[config.mk]
export PLATFORM = sky130hd
export DESIGN_NAME = circular_queue
export DESIGN_NICKNAME = d
export VERILOG_FILES = /design/src/hw/rtl/cq_pkg.sv /design/src/hw/rtl/circular_queue.sv /design/src/hw/rtl/cq_ram.sv
export VERILOG_INCLUDE_DIRS = /design/src /design/src/hw/rtl
export SDC_FILE = /design/constraint.sdc
export NUM_CORES = 1
export LEC_CHECK = 0
export BUFFER_PORTS_ARGS = -buffer_cell sky130_fd_sc_hd__buf_2
export CAP_MARGIN = 20
export CORE_MARGIN = 1.5
export CORE_UTILIZATION = 41
export CTS_CLUSTER_SIZE = 28
export DETAILED_ROUTE_END_ITERATION = 12
export MAX_ROUTING_LAYER = met4
export PLACE_DENSITY = 0.71
export SLEW_MARGIN = 0
export SYNTH_ARGS = -nofsm -noshare
export SYNTH_HDL_FRONTEND = slang
export SYNTH_SLANG_ARGS = --single-unit
export TNS_END_PERCENT = 10
[constraint.sdc]
create_clock -name clk_i -period 3.1 [get_ports clk_i]
set_input_delay 0.465 -clock clk_i [delete_from_list [all_inputs] [get_ports clk_i]]
set_output_delay 0.465 -clock clk_i [all_outputs]
set_load 0.1 [all_outputs]
[src/hw/rtl/assert_macros.svh]
// ----------------------------------------------------------------------------
// assert_macros.svh
// concurrent assertion helpers used by circular_queue
// ----------------------------------------------------------------------------
`ifndef ASSERT_MACROS_SVH
`define ASSERT_MACROS_SVH

// checked on every rising edge while out of reset
`define CQ_ASSERT(name, prop) \
  name: assert property (@(posedge clk_i) disable iff (!rst_ni) prop) \
    else $error("assertion failed");

// checked on every rising edge, reset included
`define CQ_ASSERT_ALWAYS(name, prop) \
  name: assert property (@(posedge clk_i) prop) \
    else $error("assertion failed");

`endif

[src/hw/rtl/cq_pkg.sv]
// ----------------------------------------------------------------------------
// cq_pkg
// types, constants and pointer helpers of the circular queue
// ----------------------------------------------------------------------------
`default_nettype none

package cq_pkg;

  localparam int unsigned DEPTH      = 16;
  localparam int unsigned WORD_WIDTH = 32;
  localparam int unsigned PTR_W      = (DEPTH > 1) ? $clog2(DEPTH) : 1;
  localparam int unsigned ITEM_W     = 32;
  localparam int unsigned VALUE_W    = 32;
  localparam int unsigned COUNT_W    = 4;
  localparam int unsigned CNT_EXT_W  = PTR_W + COUNT_W;

  typedef logic [PTR_W-1:0]      ptr_t;
  typedef logic [WORD_WIDTH-1:0] word_t;

  typedef enum logic [1:0] {
    REQ_ENQ  = 2'd0,
    REQ_DEQ  = 2'd1,
    REQ_CLR  = 2'd2,
    REQ_TRAV = 2'd3
  } req_e;

  typedef enum logic [1:0] {
    ST_DONE  = 2'd0,
    ST_FULL  = 2'd1,
    ST_EMPTY = 2'd2
  } status_e;

  typedef enum logic {
    S_IDLE,
    S_TRAV
  } state_e;

  function automatic ptr_t ring_next(ptr_t p);
    ptr_t r;
    if (p == PTR_W'(DEPTH - 1)) begin
      r = '0;
    end else begin
      r = p + 1'b1;
    end
    return r;
  endfunction

  function automatic ptr_t ring_count(ptr_t head, ptr_t tail);
    logic [PTR_W:0] c;
    if (tail >= head) begin
      c = {1'b0, tail} - {1'b0, head};
    end else begin
      c = {1'b0, tail} + (PTR_W+1)'(DEPTH) - {1'b0, head};
    end
    return c[PTR_W-1:0];
  endfunction

endpackage

`default_nettype wire

[src/hw/rtl/circular_queue.sv]
// ----------------------------------------------------------------------------
// circular_queue
// ring buffer fifo of words with one slot kept empty
// ----------------------------------------------------------------------------
// A request is taken when start is high and busy is low. Enqueue, dequeue
// and clear give one result in the cycle after the request and do not raise
// busy, so they run back to back. Traverse gives one result per stored word
// (one when empty), one per cycle from the single read port of the word
// store, and holds busy high until its last read is issued. Results appear
// for exactly one cycle with done_o high and cannot be held off, so the
// receiver must take every one as it comes.
// ----------------------------------------------------------------------------
`default_nettype none

`include "assert_macros.svh"

module circular_queue (
  input  wire logic                         clk_i,
  input  wire logic                         rst_ni,
  input  wire logic                         start,
  output logic                              busy,
  input  wire logic [1:0]                   req_type_i,
  input  wire logic signed [cq_pkg::VALUE_W-1:0] value_i,
  output logic                              done_o,
  output logic [1:0]                        status_o,
  output logic signed [cq_pkg::ITEM_W-1:0]  item_o,
  output logic                              item_valid_o,
  output logic                              last_o,
  output logic [cq_pkg::COUNT_W-1:0]        count_o,
  output logic                              is_empty_o
);
  import cq_pkg::*;

  state_e  state_q, state_d;
  ptr_t    head_q, head_d;
  ptr_t    tail_q, tail_d;
  ptr_t    trav_q, trav_d;

  logic    done_q, done_d;
  status_e status_q, status_d;
  logic    sel_q, sel_d;
  logic    last_q, last_d;
  logic [COUNT_W-1:0] count_q, count_d;
  logic    empty_q, empty_d;

  logic    ram_we, ram_re;
  ptr_t    ram_raddr;
  word_t   ram_wdata, ram_rdata;

  logic    accept;
  req_e    req;
  ptr_t    head_nx, tail_nx, trav_nx;
  logic    q_empty, q_full;

  assign busy    = (state_q == S_TRAV);
  assign accept  = start && !busy;
  assign req     = req_e'(req_type_i);
  assign head_nx = ring_next(head_q);
  assign tail_nx = ring_next(tail_q);
  assign trav_nx = ring_next(trav_q);
  assign q_empty = (head_q == tail_q);
  assign q_full  = (tail_nx == head_q);

  assign ram_wdata = WORD_WIDTH'({{WORD_WIDTH{1'b0}}, value_i});

  cq_ram u_ram (
    .clk_i   (clk_i),
    .we_i    (ram_we),
    .waddr_i (tail_q),
    .wdata_i (ram_wdata),
    .re_i    (ram_re),
    .raddr_i (ram_raddr),
    .rdata_o (ram_rdata)
  );

  // next state
  always_comb begin
    state_d = state_q;
    unique case (state_q)
      S_IDLE: begin
        if (accept && req == REQ_TRAV && !q_empty && head_nx != tail_q) begin
          state_d = S_TRAV;
        end
      end
      S_TRAV: begin
        if (trav_nx == tail_q) begin
          state_d = S_IDLE;
        end
      end
      default: state_d = S_IDLE;
    endcase
  end

  // pointer, memory and result control
  always_comb begin
    head_d    = head_q;
    tail_d    = tail_q;
    trav_d    = trav_q;
    ram_we    = 1'b0;
    ram_re    = 1'b0;
    ram_raddr = head_q;
    done_d    = 1'b0;
    status_d  = ST_DONE;
    sel_d     = 1'b0;
    last_d    = 1'b1;
    unique case (state_q)
      S_IDLE: begin
        if (accept) begin
          done_d = 1'b1;
          unique case (req)
            REQ_ENQ: begin
              if (q_full) begin
                status_d = ST_FULL;
              end else begin
                ram_we = 1'b1;
                tail_d = tail_nx;
              end
            end
            REQ_DEQ: begin
              if (q_empty) begin
                status_d = ST_EMPTY;
              end else begin
                ram_re = 1'b1;
                sel_d  = 1'b1;
                head_d = head_nx;
              end
            end
            REQ_CLR: begin
              head_d = '0;
              tail_d = '0;
            end
            REQ_TRAV: begin
              if (!q_empty) begin
                ram_re = 1'b1;
                sel_d  = 1'b1;
                last_d = (head_nx == tail_q);
                trav_d = head_nx;
              end
            end
            default: ;
          endcase
        end
      end
      S_TRAV: begin
        ram_re    = 1'b1;
        ram_raddr = trav_q;
        done_d    = 1'b1;
        sel_d     = 1'b1;
        last_d    = (trav_nx == tail_q);
        trav_d    = trav_nx;
      end
      default: ;
    endcase
    count_d = COUNT_W'({{COUNT_W{1'b0}}, ring_count(head_d, tail_d)});
    empty_d = (head_d == tail_d);
  end

  always_ff @(posedge clk_i or negedge rst_ni) begin
    if (!rst_ni) begin
      state_q <= S_IDLE;
      head_q  <= '0;
      tail_q  <= '0;
      done_q  <= 1'b0;
    end else begin
      state_q <= state_d;
      head_q  <= head_d;
      tail_q  <= tail_d;
      done_q  <= done_d;
    end
  end

  always_ff @(posedge clk_i) begin
    trav_q   <= trav_d;
    status_q <= status_d;
    sel_q    <= sel_d;
    last_q   <= last_d;
    count_q  <= count_d;
    empty_q  <= empty_d;
  end

  assign done_o       = done_q;
  assign status_o     = status_q;
  assign item_valid_o = sel_q;
  assign item_o       = sel_q ? ITEM_W'({{ITEM_W{1'b0}}, ram_rdata}) : '0;
  assign last_o       = last_q;
  assign count_o      = count_q;
  assign is_empty_o   = empty_q;

  `CQ_ASSERT(a_trav_emits, busy |=> done_q && sel_q)
  `CQ_ASSERT(a_single_result, accept && req != REQ_TRAV |=> done_q && last_q)
  `CQ_ASSERT(a_item_ok, done_q && sel_q |-> status_q == ST_DONE)
  `CQ_ASSERT(a_ptr_range, head_q <= PTR_W'(DEPTH - 1) && tail_q <= PTR_W'(DEPTH - 1))
  `CQ_ASSERT_ALWAYS(a_rst_quiet, !rst_ni |=> !done_q && !busy)

endmodule

`default_nettype wire

[src/hw/rtl/cq_ram.sv]
// ----------------------------------------------------------------------------
// cq_ram
// word store of the queue, one write and one registered read port
// ----------------------------------------------------------------------------
`default_nettype none

module cq_ram (
  input  wire logic          clk_i,
  input  wire logic          we_i,
  input  wire cq_pkg::ptr_t  waddr_i,
  input  wire cq_pkg::word_t wdata_i,
  input  wire logic          re_i,
  input  wire cq_pkg::ptr_t  raddr_i,
  output cq_pkg::word_t      rdata_o
);
  import cq_pkg::*;

  word_t mem_q [DEPTH];
  word_t rdata_q;

  always_ff @(posedge clk_i) begin
    if (we_i) begin
      mem_q[waddr_i] <= wdata_i;
    end
  end

  always_ff @(posedge clk_i) begin
    if (re_i) begin
      rdata_q <= mem_q[raddr_i];
    end
  end

  assign rdata_o = rdata_q;

endmodule

`default_nettype wire

* Word-level counts from Yosys, hierarchy flattened
Memory sizes are Yosys's and may differ from the RTL's. A register that Yosys moved wholly into a read port is not among the register bits. Index checks and enable logic that the tools add are counted.
Storage, ports and cells: output and inout bits 43, memories kept 1, bits in registers 23, bits in writable memories 512, logic and storage cells 85
Memories:
- u_ram.mem_q | words 16, bits a word 32, read ports 1, clocked after Yosys merged registers in 1, wr ports 1, RTL line cq_ram.sv:18 | word_t mem_q [DEPTH];
Operators by class: reductions and logical operators 10, bitwise logic cells 2, multiplexer cells 40, $lt $le $gt $ge 1, equal/unequal tests 15, $add $sub $neg 6
Operators with widths (count):
- 2-to-1 mux 4 bit | 14
- 2-to-1 mux 32 bit | 1
- case mux 4 bit (2 select lines) | 3
- == test 4 bit | 5
- adder 4 x 1 -> 4 bit (second input constant) | 4
- 2-to-1 mux 1 bit | 16
- == test 4 bit (second input constant) | 3
- case mux 1 bit (2 select lines) | 4
- subtractor 4 bit | 2
- inequality test 2 bit (second input constant) | 3
- == test 2 bit (second input constant) | 2
- >= comparator 4 bit | 1
- logical AND 1 bit | 4
- inequality test 4 bit | 1
- case mux 2 bit (2 select lines) | 1
- OR reduction 2 bit | 2
- AND reduction 3 bit | 1
- == test 2 x 1 -> 1 bit (second input constant) | 1
- zero test 1 bit | 2
- zero test 2 bit | 1
- 2-to-1 mux 2 bit | 1
- inverter 1 bit | 2

* Depth between registers and ports, before layout
depth in word-level cells 10, depth in mapped cells 14, depth with buffers taken out 13

* Cells and area by module
Synthesis repeated with hierarchy kept, for this count alone.
Unflattened totals: cells, all modules 1031, area, all modules 21934.8 sq um
Modules (own cells, without submodules):
- cq_ram | cells an instance 838, area an instance 20155.6 sq um, times used 1
- circular_queue | cells an instance 193, area an instance 1779.2 sq um, times used 1

* Worst setup path before layout
OpenSTA, ideal clock, no wires.
path kind reg-to-reg, from reg state_q (netlist: busy), to reg u_ram.rdata_q[23] (netlist: u_ram.rdata_o[23]), read port of u_ram.mem_q (data pin), stages on the path, launching flop included 9, arrival 2931 ps, setup slack -105 ps, required time 2826 ps, setup time 274 ps, cells stage by stage dfrtp_1 > buf_2 > mux2i_1 > buf_2 > buf_2 > buf_2 > mux4_2 > nand2_1 > a31oi_1
Between the ends: cells in the longest elaborated chain, start to end 4
Ends and longest elaborated chain:
- from (decl) | RTL line circular_queue.sv:34 | state_e state_q, state_d;
- from (signal assigned) | RTL line circular_queue.sv:165 | state_q <= state_d;
- zero test 1 bit | RTL line circular_queue.sv:56 | assign accept = start && !busy;
- logical AND 1 bit | RTL line circular_queue.sv:56
- 2-to-1 mux 1 bit | RTL line circular_queue.sv:108 | if (accept) begin
- case mux 1 bit (2 select lines) | RTL line circular_queue.sv:106 | unique case (state_q)
- to (decl) | RTL line cq_ram.sv:19 | word_t rdata_q;
Parallel ways exist; a longest one is shown, timed or not. A chain may end at the register's enable or synchronous reset.

* Worst setup path after layout
from reg tail_q[2], to reg count_q[3] (netlist: count_o[3])
Between the ends: cells in the longest elaborated chain, start to end 10
Ends and longest elaborated chain:
- from (decl) | RTL line circular_queue.sv:36 | ptr_t tail_q, tail_d;
- from (signal assigned) | RTL line circular_queue.sv:167 | tail_q <= tail_d;
- adder 4 x 1 -> 4 bit or == test 4 bit (tied branches) | RTL line cq_pkg.sv:43, cq_pkg.sv:40
- 2-to-1 mux 4 bit | RTL line cq_pkg.sv:40 | if (p == PTR_W'(DEPTH - 1)) begin
- == test 4 bit | RTL line circular_queue.sv:62 | assign q_full = (tail_nx == head_q);
- 2-to-1 mux 4 bit | RTL line circular_queue.sv:112 | if (q_full) begin
- case mux 4 bit (2 select lines) | RTL line circular_queue.sv:110 | unique case (req)
- 2-to-1 mux 4 bit | RTL line circular_queue.sv:108
- 2-to-1 mux 4 bit | RTL line circular_queue.sv:106
- adder 4 x 1 -> 4 bit | RTL line cq_pkg.sv:53 | c = {1'b0, tail} + (PTR_W+1)'(DEPTH) - {1'b0, head};
- subtractor 4 bit | RTL line cq_pkg.sv:53
- 2-to-1 mux 4 bit * | RTL line cq_pkg.sv:50 | if (tail >= head) begin
- via count_d[3] | RTL line circular_queue.sv:43 | logic [COUNT_W-1:0] count_q, count_d;
- to (signal assigned) | RTL line circular_queue.sv:177 | count_q <= count_d;
- to (decl) | RTL line circular_queue.sv:43
The timed path passes the listed nets; every way through them passes the cells marked *.

==> results <==
- The kind of cell with the highest combined delay along the critical path is compound AO/OA/AOI/OAI gates.
- The post-route setup TNS is 0 ns.
- The buffer and inverter count on the worst path is 2.
- The flow ran to the end, and the final reports show no timing, DRC or antenna violations.
- The hold violation total from the final report is 0.
- The total routing usage reported by global routing is 17.46%.
- The total overflow reported by the global router is 0.
- The critical path data arrival time is 3.37 ns.
- The flop and latch count out of synthesis is 567.
- In this run the number of cells on the critical path is 11.
- The depth of the worst register-to-register path is 11.
- The start point of the critical path is tail_q[2]$_DFF_PN0_.
- edfxtp_1 is the most common cell in the netlist.
- For this run, the number of Yosys warnings is 0.
- The category of the most critical setup path is reg2reg.
- The share of the yosys chip area belonging to registers is 76.05%.
- The clock passes through at most 3 buffers.
- The placed instances occupy a cell area of 24060 um2.
- The number of enable flip-flop cells after synthesis is 548.
- The total setup violations reported at the end of the flow is 0.
- In the final layout, the share of cells above drive strength 1 is 29.96%.
- The transition time at the pin with the least slew margin is 0.7375 ns.
- The number of levels in the clock H-tree is 2.
- The via count of the first global-routing pass is 11.45k.
- By area the synthesized netlist is led by edfxtp_1 (74%), mux4_2 (13%), and2_1 (1.9%).
- The clock latency on the worst-skew pair is 0.61 ns.
- The die covers 55560 um2.
- The maximum number of pins on one net before global-route repair is 65.
- At the worst endpoint, the required time is 3.62 ns.
- Of all nets on the critical path, the largest fanout is 9.
- The final-report max-slew violation count is 0.
- The global-route wire length before repair is 70670 um.
- The initial antenna violation count came to 3.
- The sort of element at the start of the critical path is a register.
- The y dimension of the die is 235.7 um.
- The number of nets in the synthesized netlist is 1141.
- The total area inside the core boundary comes to 53710 um2.
- The classification of the worst-slack hold path is in2reg.
- Traced cell by cell, the critical path runs through and4b_1 > a311oi_4 > xor2_2 > a31oi_4 > buf_4 > a22oi_4 > inv_1 > ha_1 > a21o_1 > a21oi_1 > xor2_1.
- The termination of the worst setup path is count_o[3]$_DFF_P_.
- In this run the critical register-to-register path is launched from tail_q[2]$_DFF_PN0_.
- The area of the multi-input gates is 5062 um2.
- In this run the biggest area consumer among cell types represents 74.11% of the synthesized area.
- The overall power is 0.02394 W.
- The setup skew after layout is 0.01630 ns.
- The number of violations reported at the end of detailed-routing iteration 0 is 976.
- The root buffer cell is clkbuf_16.
- The number of antenna-violating nets in the routed design is 0.
- The routed layout has 10.78k vias.
- The tool flagged a number of max-cap violations equal to 0.
- The timing-limited maximum frequency is 0.3509 GHz.
- The clock transition at the register clock pins on the worst setup and hold paths after CTS is 0.06 ns.
- Summed over all layers, the routed wires come to 46150 um.
- The number of unique standard cell types used by synthesis is 53.
- In this run the register-to-register setup slack is 0.25 ns.
- The worst register-to-register path ends at count_o[3]$_DFF_P_.
- After detailed routing, the number of vias per cell comes to 5.490.
- By count the netlist is led by edfxtp_1 (548), mux4_2 (128), nand2_1 (72).
- In the synthesized netlist the dominant register cell turns out to be edfxtp_1.
- For the finished layout, the period the worst path requires is 2.850 ns.
- The standby leakage power is 8.688 nW.
- The slowest cell on the critical path is dfrtp_2.
- Cells fill 48.32% of the core in the end.
- TritonCTS built the clock tree.
- Counting the fill cells in the layout gives 4319.
- Clock tree synthesis inserted a total of 55 buffers.
- The count of pins on the block boundary is 80.
- Setup repair after global routing left no endpoint under its margin.
- The mean instance size in the synthesized netlist is 20.35 um2.
- In the final design database the tool counted 1273 nets.
- The effective utilization at floorplan is 41.34%.
- CTS saw 567 sinks.
- Before antenna repair, the detailed router went through 7 iterations.
- The post-route DRC violation count is 0.
- In this run the cell area of the synthesized design comes to 22210 um2.
- The highest cell delay on the worst timing path is 0.48 ns.
- The normalized max-slew margin is 50.83%.
- The area overhead of the layout relative to synthesis is 16.86%.
- The average routed wire per standard cell is 23.51 um.
- The cell area power density is 922.6 nW/um2.
- In the final layout, flip-flops and latches occupy 16890 um2.
- The half-perimeter wire length after placement is 26600 um.
- VDD sags by at most 0.9985 mV.
- The element type at the critical path end is a register.
- The period utilization is 91.94%.
- The cell count after synthesis came out at 1091.
- The share of flip-flops with an asynchronous set or reset after synthesis is 1.764%.
- After routing the design area is 25950 um2.
- After floorplanning, the core was divided into 85 placement rows.
- The final estimated routing congestion in global placement is 0.7897.
- The number of buffers inserted by port buffering is 79.
- The die is 235.7 um wide.
- The most area-hungry cell type in the Yosys netlist is edfxtp_1.
## flip-flops by register name, indices dropped and copies added, names as in the netlist
signal / cells
done_o: 1
is_empty_o: 1
status_o: 2
item_valid_o: 1
busy: 1
trav_q: 4
head_q: 4
count_o: 4
u_ram.mem_q: 512
last_o: 1
u_ram.rdata_o: 32
tail_q: 4
## metal layers
| metal | routed length, um | global-route usage [%] | part of all wire [%] | vias up |
|---|---|---|---|---|
| li1 | - | - | - | 4701 |
| met1 | 19700 | 22.82 | 43 | 5699 |
| met2 | 22650 | 27.89 | 49 | 298 |
| met3 | 2651 | 3.272 | 5.7 | 78 |
| met4 | 1145 | 5.396 | 2.5 | 0 |
| met5 | 0 | - | 0 | - |
## worst register-to-register path, cell delays in order, from the launching register on
cell and delay [ns]:
dfrtp_2 0.48, and4b_1 0.25, a311oi_4 0.33, xor2_2 0.26, a31oi_4 0.14, buf_4 0.17, a22oi_4 0.24, inv_1 0.07
ha_1 0.33, a21o_1 0.19, a21oi_1 0.16, xor2_1 0.15
## report_power, final
part           switching (W)  internal [W]
logic                0.00479       0.00304
registers           0.000191       0.00902
clock network        0.00275       0.00416
total                0.00773        0.0162
## area by class of cell
type / count / share of cell area, %
flip-flops and latches: 567 / 65.09
diodes: 2 / 0.01929
well taps: 696 / 3.356
clock buffers: 67 / 5.641
repair buffers: 135 / 4.600
multi-input cells: 447 / 19.51
clock inverters: 32 / 1.543
inverters: 17 / 0.2459
## worst min-delay path by stage
stage | startpoint | cells after the start | slack (ns) | end
CTS | start | 2 | 0.09 | done_o$_DFF_PN0_
detailed placement | rst_ni | 1 | 0.34 | done_o$_DFF_PN0_
floorplan | rst_ni | 0 | 0.17 | busy$_DFF_PN0_
global placement | rst_ni | 1 | 0.34 | done_o$_DFF_PN0_
global route | start | 2 | 0.11 | done_o$_DFF_PN0_
finish | start | 2 | 0.13 | done_o$_DFF_PN0_
## kinds of logic after synthesis
kind of cell    Yosys count  share of synthesized area, %
fa+ha+maj                13                        0.7325
xor+xnor                 21                        0.8621
simple gates            180                         4.260
buf+inv                  77                         1.499
flops                   567                         76.05
mux                     138                         13.46
compound gates           95                         3.139
## placed cells by master, fill, tap and decap left out, types with 9 or more instances in the layout
cell       instances
clkbuf_1          10
clkbuf_16         57
edfxtp_1         548
and3_2            13
ha_1              12
buf_12            30
a211oi_1          32
buf_4             25
bufinv_16         10
dfxtp_1            9
mux4_2           128
nand2_1           72
clkinv_1          15
xnor2_1           12
inv_1             16
and2_1            63
buf_2             79
a31oi_1           34
## timing repair
action                     in CTS  in global routing
resized for setup               0                  5
buffers inserted                0                  1
hold endpoints to repair       10                  0
hold buffers                    1                  0
setup endpoints to repair       0                130
## stage by stage
| stage | worst slack (ns) | instances | hold slack (ns) |
|---|---|---|---|
| detailed placement | 0.02636 | 1860 | 0.3444 |
| finish | 0.2500 | 1963 | 0.1262 |
| global route | 0.05582 | 1963 | 0.1135 |
| CTS | 0.01762 | 1960 | 0.09313 |
| global placement | 0.1508 | 1860 | 0.3392 |
| floorplan | 0.06896 | 1091 | 0.1694 |
(Power assumes the default switching activity.)
